## src/rtl/i2rd_pkg.sv

```systemverilog
// Shared types, constants and helper functions for the radix digit converter.
package i2rd_pkg;

   localparam int VALUE_W   = 31;
   localparam int RADIX_W   = 6;
   localparam int CHAR_W    = 7;
   localparam int BIT_CNT_W = 5;
   localparam int CSR_DW    = 32;
   localparam int CSR_AW    = 3;

   localparam logic [RADIX_W-1:0] RADIX_MIN   = 6'd2;
   localparam logic [RADIX_W-1:0] RADIX_MAX   = 6'd36;
   localparam logic [RADIX_W-1:0] RADIX_RESET = 6'd10;

   // Register index, taken from the word address bit of the register port.
   localparam logic REG_RADIX = 1'b0;

   localparam logic [CHAR_W-1:0]  CHAR_ZERO    = 7'h30;
   localparam logic [CHAR_W-1:0]  CHAR_A       = 7'h41;
   localparam logic [RADIX_W-1:0] DEC_DIGIT_MAX = 6'd9;
   localparam logic [RADIX_W-1:0] ALPHA_OFFSET  = 6'd10;

   typedef enum logic [2:0] {
      ST_IDLE,
      ST_DIV,
      ST_READ,
      ST_LOAD,
      ST_SEND
   } state_type;

   // Codes below two act as binary, codes above thirty-six as base 36.
   function automatic logic [RADIX_W-1:0] radix_clamp(input logic [RADIX_W-1:0] r);
      logic [RADIX_W-1:0] res;
      if (r < RADIX_MIN) begin
         res = RADIX_MIN;
      end else if (r > RADIX_MAX) begin
         res = RADIX_MAX;
      end else begin
         res = r;
      end
      return res;
   endfunction

   function automatic logic [CHAR_W-1:0] digit_to_ascii(input logic [RADIX_W-1:0] d);
      logic [CHAR_W-1:0] res;
      if (d <= DEC_DIGIT_MAX) begin
         res = CHAR_ZERO + {1'b0, d};
      end else begin
         res = CHAR_A + {1'b0, d - ALPHA_OFFSET};
      end
      return res;
   endfunction

endpackage

```

## src/rtl/integer_to_radix_digits_core.sv

```systemverilog
// Integer to radix digit converter: bit-serial divider, digit store and output beat stage.
// The divider works out one digit per pass over the value bits and writes it to the store;
// the digits are then read back most significant first, each beat going through store read,
// load and send. An item holds the block until its final digit beat is taken, and no new
// input is taken meanwhile.
// Reset clears the sequencer, the digit count and the output valid, and loads radix 10;
// the digit store keeps its contents and needs no clearing.
module integer_to_radix_digits_core #(
   parameter int MAX_DIGITS = 31
) (
   input  logic                           clock,
   input  logic                           reset,
   // Input stream.
   input  logic                           req_tvalid,
   output logic                           req_tready,
   input  logic [31:0]                    req_tdata,   // [30:0] value, [31] zero fill
   // Digit stream.
   output logic                           rsp_tvalid,
   input  logic                           rsp_tready,
   output logic [7:0]                     rsp_tdata,   // [6:0] digit_char, [7] zero fill
   output logic                           rsp_tlast,
   // Register port.
   input  logic                           csr_psel,
   input  logic                           csr_penable,
   input  logic                           csr_pwrite,
   input  logic [i2rd_pkg::CSR_AW-1:0]    csr_paddr,
   input  logic [i2rd_pkg::CSR_DW-1:0]    csr_pwdata,
   output logic [i2rd_pkg::CSR_DW-1:0]    csr_prdata,
   output logic                           csr_pready
);
   import i2rd_pkg::*;

   // Store index and digit count widths follow the store depth.
   localparam int IW = $clog2(MAX_DIGITS);
   localparam int CW = $clog2(MAX_DIGITS + 1);

   // ------------------------------------------------------------------
   // Configuration register. The word address bit picks the register;
   // the byte offset bits are ignored.
   // ------------------------------------------------------------------
   logic [RADIX_W-1:0] radix_ff;
   logic [RADIX_W-1:0] radix_in;
   logic [RADIX_W-1:0] radix_eff;
   logic               csr_wr;

   assign csr_pready = 1'b1;
   assign csr_wr     = csr_psel && csr_penable && csr_pwrite && csr_pready
                       && (csr_paddr[2] == REG_RADIX);
   assign radix_in   = csr_wr ? csr_pwdata[RADIX_W-1:0] : radix_ff;
   assign csr_prdata = (csr_paddr[2] == REG_RADIX)
                       ? {{(CSR_DW-RADIX_W){1'b0}}, radix_ff} : '0;

   // The user must change the register only while the block is idle (the block
   // does not enforce this), so the clamped value can feed the divider directly.
   assign radix_eff = radix_clamp(radix_ff);

   // ------------------------------------------------------------------
   // Sequencer state and datapath registers.
   // ------------------------------------------------------------------
   state_type            state_ff, state_in;
   logic [VALUE_W-1:0]   q_ff, q_in;        // dividend shifting out, quotient shifting in
   logic [RADIX_W-1:0]   rem_ff, rem_in;    // partial remainder, always below the radix
   logic [BIT_CNT_W-1:0] bit_ff, bit_in;    // divider bit counter, counts down
   logic [CW-1:0]        cnt_ff, cnt_in;    // digits produced so far
   logic [IW-1:0]        rd_idx_ff, rd_idx_in;
   logic [RADIX_W-1:0]   rd_data_ff;
   logic [CHAR_W-1:0]    digit_ff, digit_in;
   logic                 last_ff, last_in;
   logic                 valid_ff, valid_in;

   logic [RADIX_W-1:0]   mem [MAX_DIGITS];

   // ------------------------------------------------------------------
   // Shared divider step: one restoring shift-and-subtract per cycle.
   // The shifted remainder needs one extra bit before the compare.
   // ------------------------------------------------------------------
   logic [RADIX_W:0]   rem_sh;
   logic [RADIX_W:0]   rem_sub;
   logic               ge;
   logic [RADIX_W-1:0] rem_nx;
   logic [VALUE_W-1:0] q_nx;
   logic               bit_last;
   logic               conv_done;

   assign rem_sh    = {rem_ff, q_ff[VALUE_W-1]};
   assign rem_sub   = rem_sh - {1'b0, radix_eff};
   assign ge        = rem_sh >= {1'b0, radix_eff};
   assign rem_nx    = ge ? rem_sub[RADIX_W-1:0] : rem_sh[RADIX_W-1:0];
   assign q_nx      = {q_ff[VALUE_W-2:0], ge};
   assign bit_last  = (bit_ff == '0);
   // Conversion stops when the quotient runs out or the store is full; in
   // the latter case the higher digits are dropped.
   assign conv_done = (q_nx == '0) || (cnt_ff == CW'(MAX_DIGITS - 1));

   // ------------------------------------------------------------------
   // Next state.
   // ------------------------------------------------------------------
   always_comb begin
      state_in = state_ff;
      case (state_ff)
         ST_IDLE: begin
            if (req_tvalid) state_in = ST_DIV;
         end
         ST_DIV: begin
            if (bit_last && conv_done) state_in = ST_READ;
         end
         ST_READ: state_in = ST_LOAD;
         ST_LOAD: state_in = ST_SEND;
         ST_SEND: begin
            if (rsp_tready) state_in = last_ff ? ST_IDLE : ST_READ;
         end
         default: state_in = ST_IDLE;
      endcase
   end

   // ------------------------------------------------------------------
   // Sequencer outputs.
   // ------------------------------------------------------------------
   logic accept, div_step, digit_end, out_load, out_take;

   always_comb begin
      req_tready = 1'b0;
      div_step   = 1'b0;
      out_load   = 1'b0;
      out_take   = 1'b0;
      case (state_ff)
         ST_IDLE: req_tready = 1'b1;
         ST_DIV:  div_step   = 1'b1;
         ST_LOAD: out_load   = 1'b1;
         ST_SEND: out_take   = rsp_tready;
         default: ;
      endcase
   end

   assign accept    = req_tvalid && req_tready;
   assign digit_end = div_step && bit_last;

   // ------------------------------------------------------------------
   // Datapath next values.
   // ------------------------------------------------------------------
   always_comb begin
      q_in      = q_ff;
      rem_in    = rem_ff;
      bit_in    = bit_ff;
      cnt_in    = cnt_ff;
      rd_idx_in = rd_idx_ff;
      digit_in  = digit_ff;
      last_in   = last_ff;
      valid_in  = valid_ff;
      if (accept) begin
         q_in   = req_tdata[VALUE_W-1:0];
         rem_in = '0;
         bit_in = BIT_CNT_W'(VALUE_W - 1);
         cnt_in = '0;
      end
      if (div_step) begin
         q_in   = q_nx;
         rem_in = bit_last ? '0 : rem_nx;
         bit_in = bit_last ? BIT_CNT_W'(VALUE_W - 1) : bit_ff - 1'b1;
      end
      if (digit_end) begin
         // The digit just written sits at cnt_ff; if it is the final one,
         // readback starts there with the most significant digit.
         cnt_in    = cnt_ff + 1'b1;
         rd_idx_in = cnt_ff[IW-1:0];
      end
      if (out_load) begin
         digit_in = digit_to_ascii(rd_data_ff);
         last_in  = (rd_idx_ff == '0);
         valid_in = 1'b1;
      end
      if (out_take) begin
         valid_in = 1'b0;
         if (!last_ff) rd_idx_in = rd_idx_ff - 1'b1;
      end
   end

   always_ff @(posedge clock) begin
      if (reset) begin
         state_ff <= ST_IDLE;
         radix_ff <= RADIX_RESET;
         valid_ff <= 1'b0;
         cnt_ff   <= '0;
         bit_ff   <= '0;
         q_ff     <= '0;
      end else begin
         state_ff <= state_in;
         radix_ff <= radix_in;
         valid_ff <= valid_in;
         cnt_ff   <= cnt_in;
         bit_ff   <= bit_in;
         q_ff     <= q_in;
      end
   end

   always_ff @(posedge clock) begin
      rem_ff    <= rem_in;
      rd_idx_ff <= rd_idx_in;
      digit_ff  <= digit_in;
      last_ff   <= last_in;
   end

   // Digit store: remainders are written least significant first and read
   // back in reverse. Every read address was written earlier in the item.
   always_ff @(posedge clock) begin
      if (digit_end) mem[cnt_ff[IW-1:0]] <= rem_nx;
      rd_data_ff <= mem[rd_idx_ff];
   end

   assign rsp_tvalid = valid_ff;
   assign rsp_tdata  = {1'b0, digit_ff};
   assign rsp_tlast  = last_ff;

`ifndef SYNTH
   // A digit beat is only offered while the sequencer waits on the output.
   a_valid_in_send: assert property (@(posedge clock) disable iff (reset)
      rsp_tvalid |-> (state_ff == ST_SEND))
      else $error("digit beat offered outside the send state");

   // The divider keeps its partial remainder below the radix.
   a_rem_bound: assert property (@(posedge clock) disable iff (reset)
      (state_ff == ST_DIV) |-> (rem_ff < radix_eff))
      else $error("partial remainder not below radix");

   // Once the final digit is taken, the block is ready for new input as soon as the sequencer is back in idle.
   a_ready_after_last: assert property (@(posedge clock) disable iff (reset)
      (rsp_tvalid && rsp_tready && rsp_tlast) |=> req_tready)
      else $error("not ready after final digit beat");

   // Input is never taken while a digit beat is pending.
   a_no_overlap: assert property (@(posedge clock) disable iff (reset)
      !(req_tready && rsp_tvalid))
      else $error("input ready while a digit beat is pending");
`endif

endmodule

```

## config.mk

```make
export PLATFORM = sky130hd
export DESIGN_NAME = integer_to_radix_digits_core
export DESIGN_NICKNAME = d
export VERILOG_FILES = /design/src/rtl/i2rd_pkg.sv /design/src/rtl/integer_to_radix_digits_core.sv
export SDC_FILE = /design/constraint.sdc
export NUM_CORES = 1
export LEC_CHECK = 0
export ABC_CLOCK_PERIOD_IN_PS = 9400
export BUFFER_PORTS_ARGS = -buffer_cell sky130_fd_sc_hd__buf_2
export CORE_ASPECT_RATIO = 0.7
export CORE_MARGIN = 2
export CORE_UTILIZATION = 25
export DETAILED_ROUTE_END_ITERATION = 8
export GPL_TIMING_DRIVEN = 0
export MAX_ROUTING_LAYER = met4
export SYNTH_ARGS = -nofsm -noshare
export SYNTH_HDL_FRONTEND = slang
export SYNTH_SLANG_ARGS = --single-unit
```

## constraint.sdc

```tcl
create_clock -name clock -period 9.4 [get_ports clock]
set_input_delay 0.94 -clock clock [delete_from_list [all_inputs] [get_ports clock]]
set_output_delay 0.94 -clock clock [all_outputs]
set_load 0.05 [all_outputs]
```

Yosys cells after proc, flatten, opt, wreduce, memory -nomap -nowiden
Memories as Yosys holds them, arrays and structs flattened. A register that Yosys moved wholly into a read port is not among the register bits.
Cells that the tools add are included.

storage, ports and cells
  register bits after elaboration = 70
  memory bits (writable) = 186
  input bits = 74
  output and inout bits = 44
  word-level logic and storage cells = 75
  memories kept = 1

memories
  name  depth  width  read ports  clocked after memory_dff  write ports  line                                RTL
  mem   31     6      1           1                         1            integer_to_radix_digits_core.sv:71  logic [RADIX_W-1:0] mem [MAX_DIGITS];

cells by class
  add/subtract/negate cells = 7
  magnitude comparators = 4
  eq/ne operators = 8
  multiplexer cells = 29
  bitwise gates (word level) = 1
  reductions and logical operators = 15

operators by type and width
  cell                   count
  $mux W31               2
  $mux W6                7
  $mux W5                8
  $logic_not A31 Y1      1
  $pmux W3 S5            1
  $logic_not A5 Y1       2
  $sub A5 B1 Y5 const B  2
  $mux W3                3
  $add A6 B6 Y7 const A  1
  $add A7 B6 Y7 const A  1
  $ge A7 B6 Y1           1
  $mux W7                1
  $eq A3 B2 Y1 const B   2
  $gt A6 B6 Y1 const B   1
  $le A6 B4 Y1 const B   1
  $logic_and A1 B1 Y1    6
  $lt A6 B2 Y1 const B   1
  $mux W1                6
  $ne A2 B2 Y1 const B   3
  $sub A6 B4 Y6 const B  1
  $sub A6 B6 Y6          1
  $add A5 B1 Y5 const B  1
  $eq A5 B5 Y1 const B   1
  $reduce_bool A2 Y1     2
  8 further kinds        8

Logic depth before layout (Yosys ltp)
Gate-level depths: netlist of run 1.

  depth after elaboration = 9
  depth in mapped cells = 12
  gate-level depth less buffers = 12

Worst setup path before layout of run 1
No wires, ideal clock.

  path kind = flip-flop to flip-flop
  start = reg radix_ff[3]
  end = mem mem[0][0] (data pin)
  library setup time = 0.372 ns
  arrival = 2.807 ns
  data required time = 9.028 ns
  slack = 6.221 ns
  cell stages (with the launch flop) = 13
  path buffers = 1
  clock period less this slack = 3.179 ns
  path through = dfxtp_1 or2_2 nor2_1 nand2_1 nand2_1 o21ai_0 ha_1 nand2_1 o21ai_0 a41o_1 buf_2 nor2_1 a21oi_1

between the ends
  cells in the longest elaborated chain, start to end = 5
  elaborated cells on any way between the ends = 7
  those cells by class = 1 x add/sub; 3 x order compare; 3 x mux

RTL lines
  element                                        line                                                                    RTL
  from (decl)                                    integer_to_radix_digits_core.sv:41                                      logic [RADIX_W-1:0] radix_ff;
  from (signal assigned)                         integer_to_radix_digits_core.sv:188                                     radix_ff <= radix_in;
  $gt A6 B6 Y1                                   i2rd_pkg.sv:36                                                          end else if (r > RADIX_MAX) begin
  $mux W6                                        i2rd_pkg.sv:36
  $mux W6 *                                      i2rd_pkg.sv:34                                                          if (r < RADIX_MIN) begin
  $sub A6 B6 Y6 or $ge A7 B6 Y1 (tied branches)  integer_to_radix_digits_core.sv:86, integer_to_radix_digits_core.sv:87
  $mux W6 *                                      integer_to_radix_digits_core.sv:88                                      assign rem_nx = ge ? rem_sub[RADIX_W-1:0] : rem_sh[RADIX_W-1:0];
  via rem_nx[0]                                  integer_to_radix_digits_core.sv:80                                      logic [RADIX_W-1:0] rem_nx;
  to (decl)                                      integer_to_radix_digits_core.sv:71

The timed path passes the listed nets; every way through them passes the cells marked *.

Worst setup path after layout of run 1
  start = reg radix_ff[3]
  end = reg rem_ff[5] (data pin)

between the ends
  cells in the longest elaborated chain, start to end = 7
  elaborated cells on any way between the ends = 9
  those cells by class = 1 x add/sub; 3 x order compare; 5 x mux

RTL lines
  element                                        line                                                                    RTL
  $gt A6 B6 Y1                                   i2rd_pkg.sv:36
  $mux W6                                        i2rd_pkg.sv:36
  $mux W6 *                                      i2rd_pkg.sv:34
  $sub A6 B6 Y6 or $ge A7 B6 Y1 (tied branches)  integer_to_radix_digits_core.sv:86, integer_to_radix_digits_core.sv:87
  $mux W6 *                                      integer_to_radix_digits_core.sv:88
  via rem_nx[5]                                  integer_to_radix_digits_core.sv:80
  $mux W6 *                                      integer_to_radix_digits_core.sv:158                                     rem_in = bit_last ? '0 : rem_nx;
  $mux W6 *                                      integer_to_radix_digits_core.sv:156                                     if (div_step) begin
  to (signal assigned)                           integer_to_radix_digits_core.sv:197                                     rem_ff <= rem_in;
  to (decl)                                      integer_to_radix_digits_core.sv:62                                      logic [RADIX_W-1:0] rem_ff, rem_in;

Marks and branches as above.
A chain may end at the register's enable or synchronous reset.

==> flow_summary.json, run 1 <==
{
  "status": "finished, final reports clean",
  "synth-warning-count": 0,
  "fin_crit_sh": 0.364,
  "ff2ff_path_depth": 11,
  "ctsLongestPathBuffers": 3,
  "path_cells": "or2_2, nor2_1, nand2_1, nand2_1, o21ai_0, ha_1, nor2b_1, o31a_1, o311ai_0, mux2_2, nor2b_1",
  "clockRootBuffer": "clkbuf_16",
  "slowest_stage": "mux2_2",
  "power_density_nw_per_um2": 327,
  "critPathArrivalTime_ps": 3810,
  "intPower_mw": 2.78,
  "place_inst": 1602,
  "ant_nets": 0,
  "synth_area_um2": 11600,
  "synth_ff_type": "edfxtp_1",
  "hold_class": "reg2reg",
  "cts_max_level": 1,
  "cp_top_family": "simple AND/OR/NAND/NOR gates",
  "gp_congestion": 0.867,
  "grt_pass1_wl_um": 42300,
  "start_util": 0.255,
  "netlist_instances": 913,
  "setup_viol": 0,
  "final_cell_count_no_fill": 1647,
  "post-dp-hpwl_um": 19700,
  "rsz0062_at_grt": "false",
  "grt_overflow": 0,
  "rr_endpoint": "rem_ff[5]$_SDFFCE_PP0P_",
  "slew_viol_final": 0,
  "post_route_cells_drive_above_1_share": 0.170,
  "worstSkewPairLatency_ps": 540,
  "cts_tree": "done",
  "p_sw_mw": 1.64,
  "path_class": "reg2reg",
  "routedWlPerCell_um": 16.8,
  "crit_buf_inv": 0,
  "endpoint": "rem_ff[5]$_SDFFCE_PP0P_",
  "slew_headroom": 0.233,
  "area_delta_synth_final_pct": 16.9,
  "cts_sinks": 262,
  "p_clk_frac": 0.224,
  "antenna_cells": 0,
  "fin_tns_setup_ps": 0,
  "critPathMaxStageDelay_ps": 680,
  "post_cts_buffers": 0,
  "yosys.cell_types.count": 64,
  "final_common_cell": "edfxtp_1",
  "grt_max_degree": 33,
  "fp.dieH_um": 184,
  "crit_start": "radix_ff[3]$_SDFFE_PP1P_",
  "end_kind": "register",
  "synthArstFlopShare": 0,
  "coreArea_um2": 45400,
  "postCtsResizedCells": 0,
  "pre_cts_ws_ps": 6060,
  "drt-pass1-iter-count": 6,
  "tightest_slew_ps": 1150,
  "clock_skew_ps": 10.9,
  "p_comb_frac": 0.368,
  "crit_required_ps": 9790,
  "drt_iter0_markers": 660,
  "power_mw": 4.43,
  "wl_um": 27600,
  "hold_viol_final": 0,
  "remaining_drc_errors": 0,
  "dieWidth_um": 261,
  "vias": 7585,
  "yosysSeqAreaShare": 0.627,
  "rr_startpoint": "radix_ff[3]$_SDFFE_PP1P_",
  "io_pins": 118,
  "leakagePower_nw": 4.58,
  "layout_common_cells": "200 x edfxtp_1, 104 x nor2_1, 98 x nand2_1, 77 x buf_2, 63 x mux2i_1",
  "p_seq_frac": 0.408,
  "cp-start-kind": "register",
  "critical_path_depth": 11,
  "yosys_register_bits": 262,
  "path_clk_slew_ps": 60,
  "io_buffer_count": 59,
  "hold_buffers": 0,
  "via_per_inst": 4.61,
  "row_count": 65,
  "finalNetCount": 1120,
  "fmax_mhz": 293,
  "antenna_found_initial": 1,
  "synth.avg_cell_area_um2": 12.7,
  "vdd.ir_drop.worst_mv": 0.168,
  "cts-buffers-inserted": 25,
  "cp_max_fo": 32,
  "rrSetupSlack_ps": 5980,
  "swShare": 0.371,
  "synth_edf_count": 200,
  "grtUsageTotal": 0.117,
  "dieArea_um2": 48000,
  "fin_crit_ps": 3420,
  "drv_cap": 0,
  "worst_slack_ps": 5980,
  "grt_pass1_vias": 7206
}
## final cells by class
cell class,count,area [um2]
sequential,262,7250
clock inverter,10,109
clock buffer,35,683
multi-input combinational,579,3890
tap,603,754
timing repair buffer,60,310
buffer,78,443
inverter,20,75.1
fill,4558,31900
## logic make-up after synthesis
group | count (synthesis) | share of synthesized area
buffers and inverters | 98 | 0.0448
AOI/OAI and AO/OA | 146 | 0.0900
muxes | 86 | 0.0926
adders and majority gates | 20 | 0.0223
DFF | 262 | 0.627
xor gates and xnor gates | 12 | 0.00909
other | 2 | 0.000650
and+or+nand+nor | 287 | 0.114
## metrics by stage
step	hold WS [ps]	util	cell area [um2]
after floorplan	449	-	11700
after global placement	467	0.280	12700
after detailed placement	480	0.280	12700
after CTS	489	0.298	13500
after global routing	514	0.298	13500
final	486	0.298	13500
## flip-flops by register name (all words and copies together), names as in the netlist
| register | flops |
|---|---|
| bit_ff | 5 |
| cnt_ff | 5 |
| digit_ff | 7 |
| mem | 186 |
| q_ff | 31 |
| radix_ff | 6 |
| rd_data_ff | 6 |
| rd_idx_ff | 5 |
| rem_ff | 6 |
| rsp_tlast | 1 |
| rsp_tvalid | 1 |
| state_ff | 3 |
## cells in the mapped netlist (3+ instances only)
master	instances	area, um2
a32oi_1	5	43.8
nor2_1	104	390
or2_2	3	18.8
a22oi_1	16	120
a2bb2oi_1	4	35.0
nand4_1	9	56.3
buf_6	3	33.8
a21oi_1	35	175
a22o_1	4	35.0
nor4b_1	5	43.8
xor2_1	3	26.3
xnor2_1	9	78.8
buf_2	18	90.1
mux2i_1	63	631
mux4_2	16	360
edfxtp_1	200	6010
a311oi_1	33	289
buf_4	28	210
nand2b_1	4	25.0
clkbuf_1	27	101
nor4_1	7	43.8
inv_1	20	75.1
nor3_1	4	20.0
nand3_1	16	80.1
mux2_2	7	78.8
nand3b_1	4	30.0
ha_1	19	238
dfxtp_1	62	1240
a211oi_1	3	22.5
and2_1	4	25.0
nand2_1	98	368
o21ai_0	19	95.1
o22ai_1	5	31.3
nor2b_1	15	93.8
## routing by layer
metal / vias to the layer above / track usage / share of wire / routed length, um
met3: 39 / 0.0299 / 0.077 / 2140
met1: 3745 / 0.175 / 0.50 / 13900
met4: 0 / 0.0236 / 0.017 / 476
met2: 223 / 0.158 / 0.40 / 11100
li1: 3578 / - / - / -
met5: - / - / 0 / 0
## power groups by stage
stage	combinational [mW]	sequential [mW]	clock, mW
2_1_floorplan	1.10	1.80	0
3_3_place_gp	1.55	1.82	0
3_5_place_dp	1.61	1.82	0
4_1_cts	1.62	1.80	1.01
5_1_grt	1.78	1.82	1.06
6_report	1.63	1.80	0.991
## worst reg2reg max path, delay by kind of cell (launching register included)
kind                       cells  cell delay (ps)
adders and majority gates      1              320
DFF                            1              340
AOI/OAI and AO/OA              3              900
muxes                          1              680
and+or+nand+nor                6             1030
## worst min-delay path by stage
stage          cells past startpoint             startpoint                    end  slack (ps)
6_report                           2  q_ff[26]$_SDFFE_PP0P_  q_ff[26]$_SDFFE_PP0P_         490
5_1_grt                            2  q_ff[26]$_SDFFE_PP0P_  q_ff[26]$_SDFFE_PP0P_         510
4_1_cts                            2  q_ff[26]$_SDFFE_PP0P_  q_ff[26]$_SDFFE_PP0P_         490
3_5_place_dp                       2  q_ff[26]$_SDFFE_PP0P_  q_ff[26]$_SDFFE_PP0P_         480
3_3_place_gp                       2  q_ff[26]$_SDFFE_PP0P_  q_ff[26]$_SDFFE_PP0P_         470
2_1_floorplan                      2  q_ff[26]$_SDFFE_PP0P_  q_ff[26]$_SDFFE_PP0P_         450
Power figures use the tool's default switching activity.
==> run 2, diff against run 1 <==
Settings changed: ABC_AREA set to 1, ABC_CLOCK_PERIOD_IN_PS 9400 to 3350.
Clock period 9.4 ns to 3.35 ns, I/O delays scaled along.
==> run 2 against run 1 <==
  * Wire length up 17%
  * Register-to-register slack worse by 5800 ps
  * Fmax grew 6.3%
  * Final area is 3.9% higher
  * Critical path type unchanged
==> flow_summary.json, run 2 <==
{
  "status": "finished, final reports clean",
  "grt_use_met3": 0.0249,
  "start_util": 0.253,
  "path_class": "reg2reg",
  "path_cells": "nor2_1, a21oi_1, inv_1, a31oi_1, nor2_1, ha_1, nand2_1, nand2_1, nor2_1, nor2_1, nor2_4, clkinvlp_4, buf_4, o21ai_2, clkinvlp_4, buf_4",
  "setup_viol": 0,
  "crit_start": "radix_ff[3]$_SDFFE_PP1P_",
  "drv_cap": 0,
  "wl_um": 32300,
  "ant_nets": 0,
  "endpoint": "mem[2][1]$_DFFE_PP_",
  "vias": 9027,
  "cts_max_level": 1,
  "cts-buffers-inserted": 26,
  "post_route_cells_drive_above_1_share": 0.157,
  "rsz0062_at_grt": "true",
  "cp_top_family": "simple AND/OR/NAND/NOR gates",
  "post-dp-hpwl_um": 21500,
  "hold_class": "in2reg",
  "tightest_slew_ps": 711,
  "power_mw": 12.0,
  "worstSkewPairLatency_ps": 540,
  "synth_ff_type": "edfxtp_1",
  "cts_tree": "done",
  "largest_reg_flops": 186,
  "grt_overflow": 0,
  "grtUsageTotal": 0.134,
  "synthMostInstantiatedCell": "nor2_1",
  "grt_pass1_vias": 8190,
  "fin_crit_ps": 3210,
  "antenna_cells": 0,
  "drt-pass1-iter-count": 5,
  "fin_crit_sh": 0.959,
  "area_delta_synth_final_pct": 19.4,
  "globalRouteMet1Util": 0.201,
  "synth_area_leader_cell": "edfxtp_1",
  "yosys_register_bits": 262,
  "critPathMaxStageDelay_ps": 400,
  "yosys.cell_types.count": 44,
  "rr_endpoint": "mem[2][1]$_DFFE_PP_",
  "path_clk_slew_ps": 60,
  "synthArstFlopShare": 0,
  "clockRootBuffer": "clkbuf_16",
  "gp_congestion": 0.896,
  "synthTopCellsByCount": "233 x nor2_1, 205 x nand2_1, 200 x edfxtp_1, 144 x o21ai_0, 67 x inv_1",
  "clock_skew_ps": 12.9,
  "routedWlPerCell_um": 16.4,
  "grt_use_met2": 0.187,
  "grt-busiest-layer": "met1",
  "remaining_drc_errors": 0,
  "end_kind": "register",
  "drt_iter0_markers": 887,
  "cp-start-kind": "register",
  "rrSetupSlack_ps": 140,
  "worst_slack_ps": 137,
  "nFillCells": 4816,
  "ff2ff_path_depth": 16,
  "cp_max_fo": 15,
  "io_buffer_count": 60,
  "vdd.ir_drop.worst_mv": 0.392,
  "dieWidth_um": 263,
  "hold_buffers": 0,
  "slowest_stage": "dfxtp_1",
  "ctsLongestPathBuffers": 3,
  "fmax_mhz": 311,
  "pre_cts_ws_ps": -336,
  "crit_buf_inv": 5,
  "synth.avg_cell_area_um2": 9.79,
  "grt_pass1_wl_um": 48900,
  "leakagePower_nw": 5.23,
  "fp.dieH_um": 185,
  "synth-warning-count": 0,
  "row_count": 66,
  "hold_viol_final": 0,
  "io_pins": 118,
  "synthTopCellsByArea": "edfxtp_1 51%, dfxtp_1 11%, nor2_1 7.4%, nand2_1 6.5%, o21ai_0 6.1%",
  "via_per_inst": 4.57,
  "rr_startpoint": "radix_ff[3]$_SDFFE_PP1P_",
  "slew_headroom": 0.524,
  "yosysTopAreaCellShare": 0.511,
  "synth_area_um2": 11800,
  "synth_edf_count": 200,
  "grt_max_degree": 32,
  "slew_viol_final": 0,
  "fin_tns_setup_ps": 0,
  "layout_common_cells": "233 x nor2_1, 204 x nand2_1, 200 x edfxtp_1, 139 x o21ai_0, 82 x buf_2",
  "crit_required_ps": 3610,
  "finalNetCount": 1438,
  "critPathArrivalTime_ps": 3470,
  "netlist_instances": 1201,
  "cp_common_cell": "nor2_1",
  "cts_sinks": 262,
  "yosysSeqAreaShare": 0.616,
  "critical_path_depth": 16,
  "final_common_cell": "nor2_1",
  "power_density_nw_per_um2": 855,
  "antenna_found_initial": 0,
  "coreArea_um2": 46400,
  "dieArea_um2": 48800
}
==> run 2: cells by family (layout without fill, tap and decap cells) <==
family,Yosys count,in the layout,synth area share
flops,262,262,0.616
fa+ha+maj,20,20,0.0219
compound gates,252,252,0.118
xor+xnor,12,12,0.00894
buf+inv,156,293,0.0649
simple gates,497,497,0.169
other cells,2,28,0.000639
==> run 2: power by group <==
part	switching, mW	leakage [nW]	internal, mW
combinational	3.41	2.52	1.38
clock	1.23	0.395	1.63
sequential	0.133	2.32	4.21
total	4.77	5.23	7.23
==> run 2: layout make-up <==
cell class                      count  area, um2  share of cell area
Buffer                             84        490              0.0349
Timing Repair Buffer               83        498              0.0355
Sequential cell                   262       7250               0.516
Inverter                           72        299              0.0213
Multi-Input combinational cell    809       3870               0.276
Tap cell                          612        766              0.0545
Clock inverter                     13        116             0.00829
Timing Repair inverter              6       45.0             0.00321
Clock buffer                       35        706              0.0503
==> run 2: worst min path at each step <==
| stage | startpoint | endpoint | depth (start not counted) |
|---|---|---|---|
| floorplan | q_ff[26]$_SDFFE_PP0P_ | q_ff[26]$_SDFFE_PP0P_ | 2 |
| finish | csr_pwdata[3] | radix_ff[3]$_SDFFE_PP1P_ | 3 |
| global route | csr_pwdata[1] | radix_ff[1]$_SDFFE_PP1P_ | 3 |
| detailed placement | q_ff[28]$_SDFFE_PP0P_ | q_ff[28]$_SDFFE_PP0P_ | 2 |
| global placement | q_ff[28]$_SDFFE_PP0P_ | q_ff[28]$_SDFFE_PP0P_ | 2 |
| CTS | csr_pwdata[3] | radix_ff[3]$_SDFFE_PP1P_ | 3 |
==> run 2: what timing repair did <==
action / in CTS / in global routing
gates cloned: 5 / 1
buffers inserted: 19 / 4
gates resized for setup: 14 / 11
endpoints found under the setup margin: 155 / 187
pin swaps: 0 / 1
==> run 2: per-layer routing <==
metal	vias up	wire length (um)
met5	-	0
met4	0	597
met3	39	2850
met2	348	13000
met1	4308	15900
li1	4332	-
==> run 2: worst register-to-register path: cells and delay by family, from the launching register on <==
kind	cells	cell delay (ps)
AND/OR/NAND/NOR	7	760
flip-flops	1	400
adder cells (fa/ha/maj)	1	340
buffers and inverters	5	770
AO/OA/AOI/OAI	3	670
==> run 2: per-stage QoR <==
| step | util | hold slack, ps | cells | area, um2 |
|---|---|---|---|---|
| floorplan | - | 439 | 1227 | 11900 |
| global placement | 0.278 | 459 | 1899 | 12900 |
| detailed placement | 0.278 | 465 | 1899 | 12900 |
| CTS | 0.301 | 15.1 | 1971 | 14000 |
| global route | 0.303 | 36.4 | 1976 | 14000 |
| finish | 0.303 | 23.9 | 1976 | 14000 |
==> run 3, diff against run 2 <==
Settings changed: CORE_UTILIZATION 25 to 59, PLACE_DENSITY set to 0.8.
==> run 3 against run 2 <==
  * Sequential power about the same
  * Largest power group unchanged
  * Non-clock buffer count fell by 3
  * Wire length down 7.5%
  * Clock skew decreased by 0.54 ps
  * Setup slack lost 0.85 ps
  * Core utilization is 39 points higher
  * Die area down 57%
  * Global-route usage is 15 points higher
  * Critical path depth stayed put
  * Critical path type unchanged
  * Count of clock-buffer cells in the layout grew 5
  * Largest cell class unchanged
==> flow_summary.json, run 3 (synthesis gave the netlist of run 2 again) <==
{
  "grtUsageTotal": 0.286,
  "worstSkewPairLatency_ps": 520,
  "cp_top_family": "simple AND/OR/NAND/NOR gates",
  "antenna_found_initial": 0,
  "crit_required_ps": 3610,
  "gp_congestion": 0.989,
  "layout_common_cells": "233 x nor2_1, 204 x nand2_1, 200 x edfxtp_1, 139 x o21ai_0, 82 x buf_2",
  "cp-start-kind": "register",
  "fmax_mhz": 311,
  "grt_overflow": 0,
  "path_clk_slew_ps": 60,
  "slowest_stage": "dfxtp_1",
  "hold_class": "in2reg",
  "coreArea_um2": 19700,
  "path_class": "reg2reg",
  "end_kind": "register",
  "power_density_nw_per_um2": 860,
  "cp_common_cell": "nor2_1",
  "fp.dieH_um": 122,
  "via_per_inst": 5.59,
  "p_seq_frac": 0.374,
  "remaining_drc_errors": 0,
  "fin_util": 0.689,
  "post_route_cells_drive_above_1_share": 0.156,
  "pre_cts_ws_ps": -148,
  "io_pins": 118,
  "leakagePower_nw": 5.20,
  "power_mw": 11.7,
  "status": "finished, final reports clean",
  "dieWidth_um": 173,
  "row_count": 43,
  "antenna_cells": 0,
  "routedWlPerCell_um": 18.4,
  "vias": 9108,
  "setup_viol": 0,
  "cts_tree": "done",
  "place_inst": 1557,
  "p_clk_frac": 0.230,
  "fin_crit_ps": 3210,
  "critPathArrivalTime_ps": 3480,
  "cts_sinks": 262,
  "cp_max_fo": 9,
  "cts_max_level": 1,
  "post-dp-hpwl_um": 19700,
  "path_cells": "nor2_1, a21oi_2, inv_1, a31oi_1, nor2_1, ha_1, nand2_1, nand2_1, nor2_1, nor2_1, nor2_4, clkinvlp_4, buf_4, o21ai_4, clkinvlp_4, buf_4",
  "hold_viol_final": 0,
  "start_util": 0.597,
  "p_comb_frac": 0.396,
  "wl_um": 29900,
  "clockRootBuffer": "clkbuf_16",
  "area_delta_synth_final_pct": 15.3,
  "finalNetCount": 1435,
  "clock_skew_ps": 12.4,
  "slew_headroom": 0.365,
  "drv_cap": 0,
  "swShare": 0.392,
  "grt_pass1_vias": 8163,
  "critPathMaxStageDelay_ps": 380,
  "ant_nets": 0,
  "fin_crit_sh": 0.960,
  "io_buffer_count": 60,
  "grt_pass1_wl_um": 44900,
  "hold_buffers": 0,
  "drt-pass1-iter-count": 5,
  "crit_buf_inv": 5,
  "worst_slack_ps": 136,
  "vdd.ir_drop.worst_mv": 0.608,
  "grt_max_degree": 32,
  "final_common_cell": "nor2_1",
  "final_cell_count_no_fill": 1629,
  "ctsLongestPathBuffers": 3,
  "fin_tns_setup_ps": 0,
  "p_sw_mw": 4.57,
  "dieArea_um2": 21100,
  "largest_reg_flops": 186,
  "cts-buffers-inserted": 25,
  "intPower_mw": 7.08,
  "slew_viol_final": 0,
  "drt_iter0_markers": 1304,
  "tightest_slew_ps": 949
}
run 3: cell count changes in the layout (fill, tap and decap cells not counted), sizes merged:
cell / before / now
clkbuf: 60 / 65
clkinv: 9 / 4
buf: 142 / 139
bufinv: 2 / 0
run 3: worst reg2reg max path, cell delays in order, from the launching register on:
cell	delay [ps]
dfxtp_1	380
nor2_1	90
a21oi_2	150
inv_1	70
a31oi_1	190
nor2_1	70
ha_1	350
nand2_1	100
nand2_1	60
nor2_1	190
nor2_1	100
nor2_4	200
clkinvlp_4	210
buf_4	180
o21ai_4	280
clkinvlp_4	150
buf_4	190
run 3: path summary, 6_finish.rpt:
path / start / end / slack, ps / cells after the start
setup / recovery: radix_ff[3]$_SDFFE_PP1P_ / mem[21][3]$_DFFE_PP_ / 140 / 16
hold / removal: csr_pwdata[1] / radix_ff[1]$_SDFFE_PP1P_ / 40 / 3
setup reg to reg: radix_ff[3]$_SDFFE_PP1P_ / mem[21][3]$_DFFE_PP_ / 140 / 16
hold reg to reg: q_ff[29]$_SDFFE_PP0P_ / q_ff[29]$_SDFFE_PP0P_ / 470 / 2
run 3: stage by stage:
step | area [um2] | hold slack, ps
2_1_floorplan | 11900 | 439
4_1_cts | 13400 | 28.8
5_1_grt | 13600 | 35.7
6_report | 13600 | 37.8
3_5_place_dp | 12500 | 467
3_3_place_gp | 12500 | 462
run 3: routing by layer:
metal / GRT usage / vias up / wire, um
met4: 0.0625 / 0 / 718
met2: 0.404 / 529 / 12300
met1: 0.422 / 4193 / 12900
met5: - / - / 0
li1: - / 4329 / -
met3: 0.0674 / 57 / 4020
run 3: cell type report:
type | count | area, um2
fill | 1489 | 6130
inverter | 72 | 299
timing repair buffer | 80 | 467
sequential | 262 | 7250
multi-input combinational | 809 | 3890
clock inverter | 5 | 27.5
tap | 270 | 338
timing repair inverter | 7 | 50.0
buffer | 84 | 490
clock buffer | 40 | 752
run 3: timing repair:
action                                  in CTS  in global routing
pin swaps                                    0                  2
buffers inserted                             8                 12
gates resized for setup                      9                 20
endpoints found under the setup margin     155                186
cloned                                       3                  4
run 3: power groups by stage:
stage / Clock, mW / Combinational, mW / Sequential, mW
2_1_floorplan: 0 / 2.58 / 4.40
3_3_place_gp: 0 / 3.77 / 4.43
3_5_place_dp: 0 / 3.88 / 4.44
4_1_cts: 2.69 / 4.12 / 4.36
5_1_grt: 2.81 / 4.99 / 4.38
6_report: 2.68 / 4.61 / 4.36
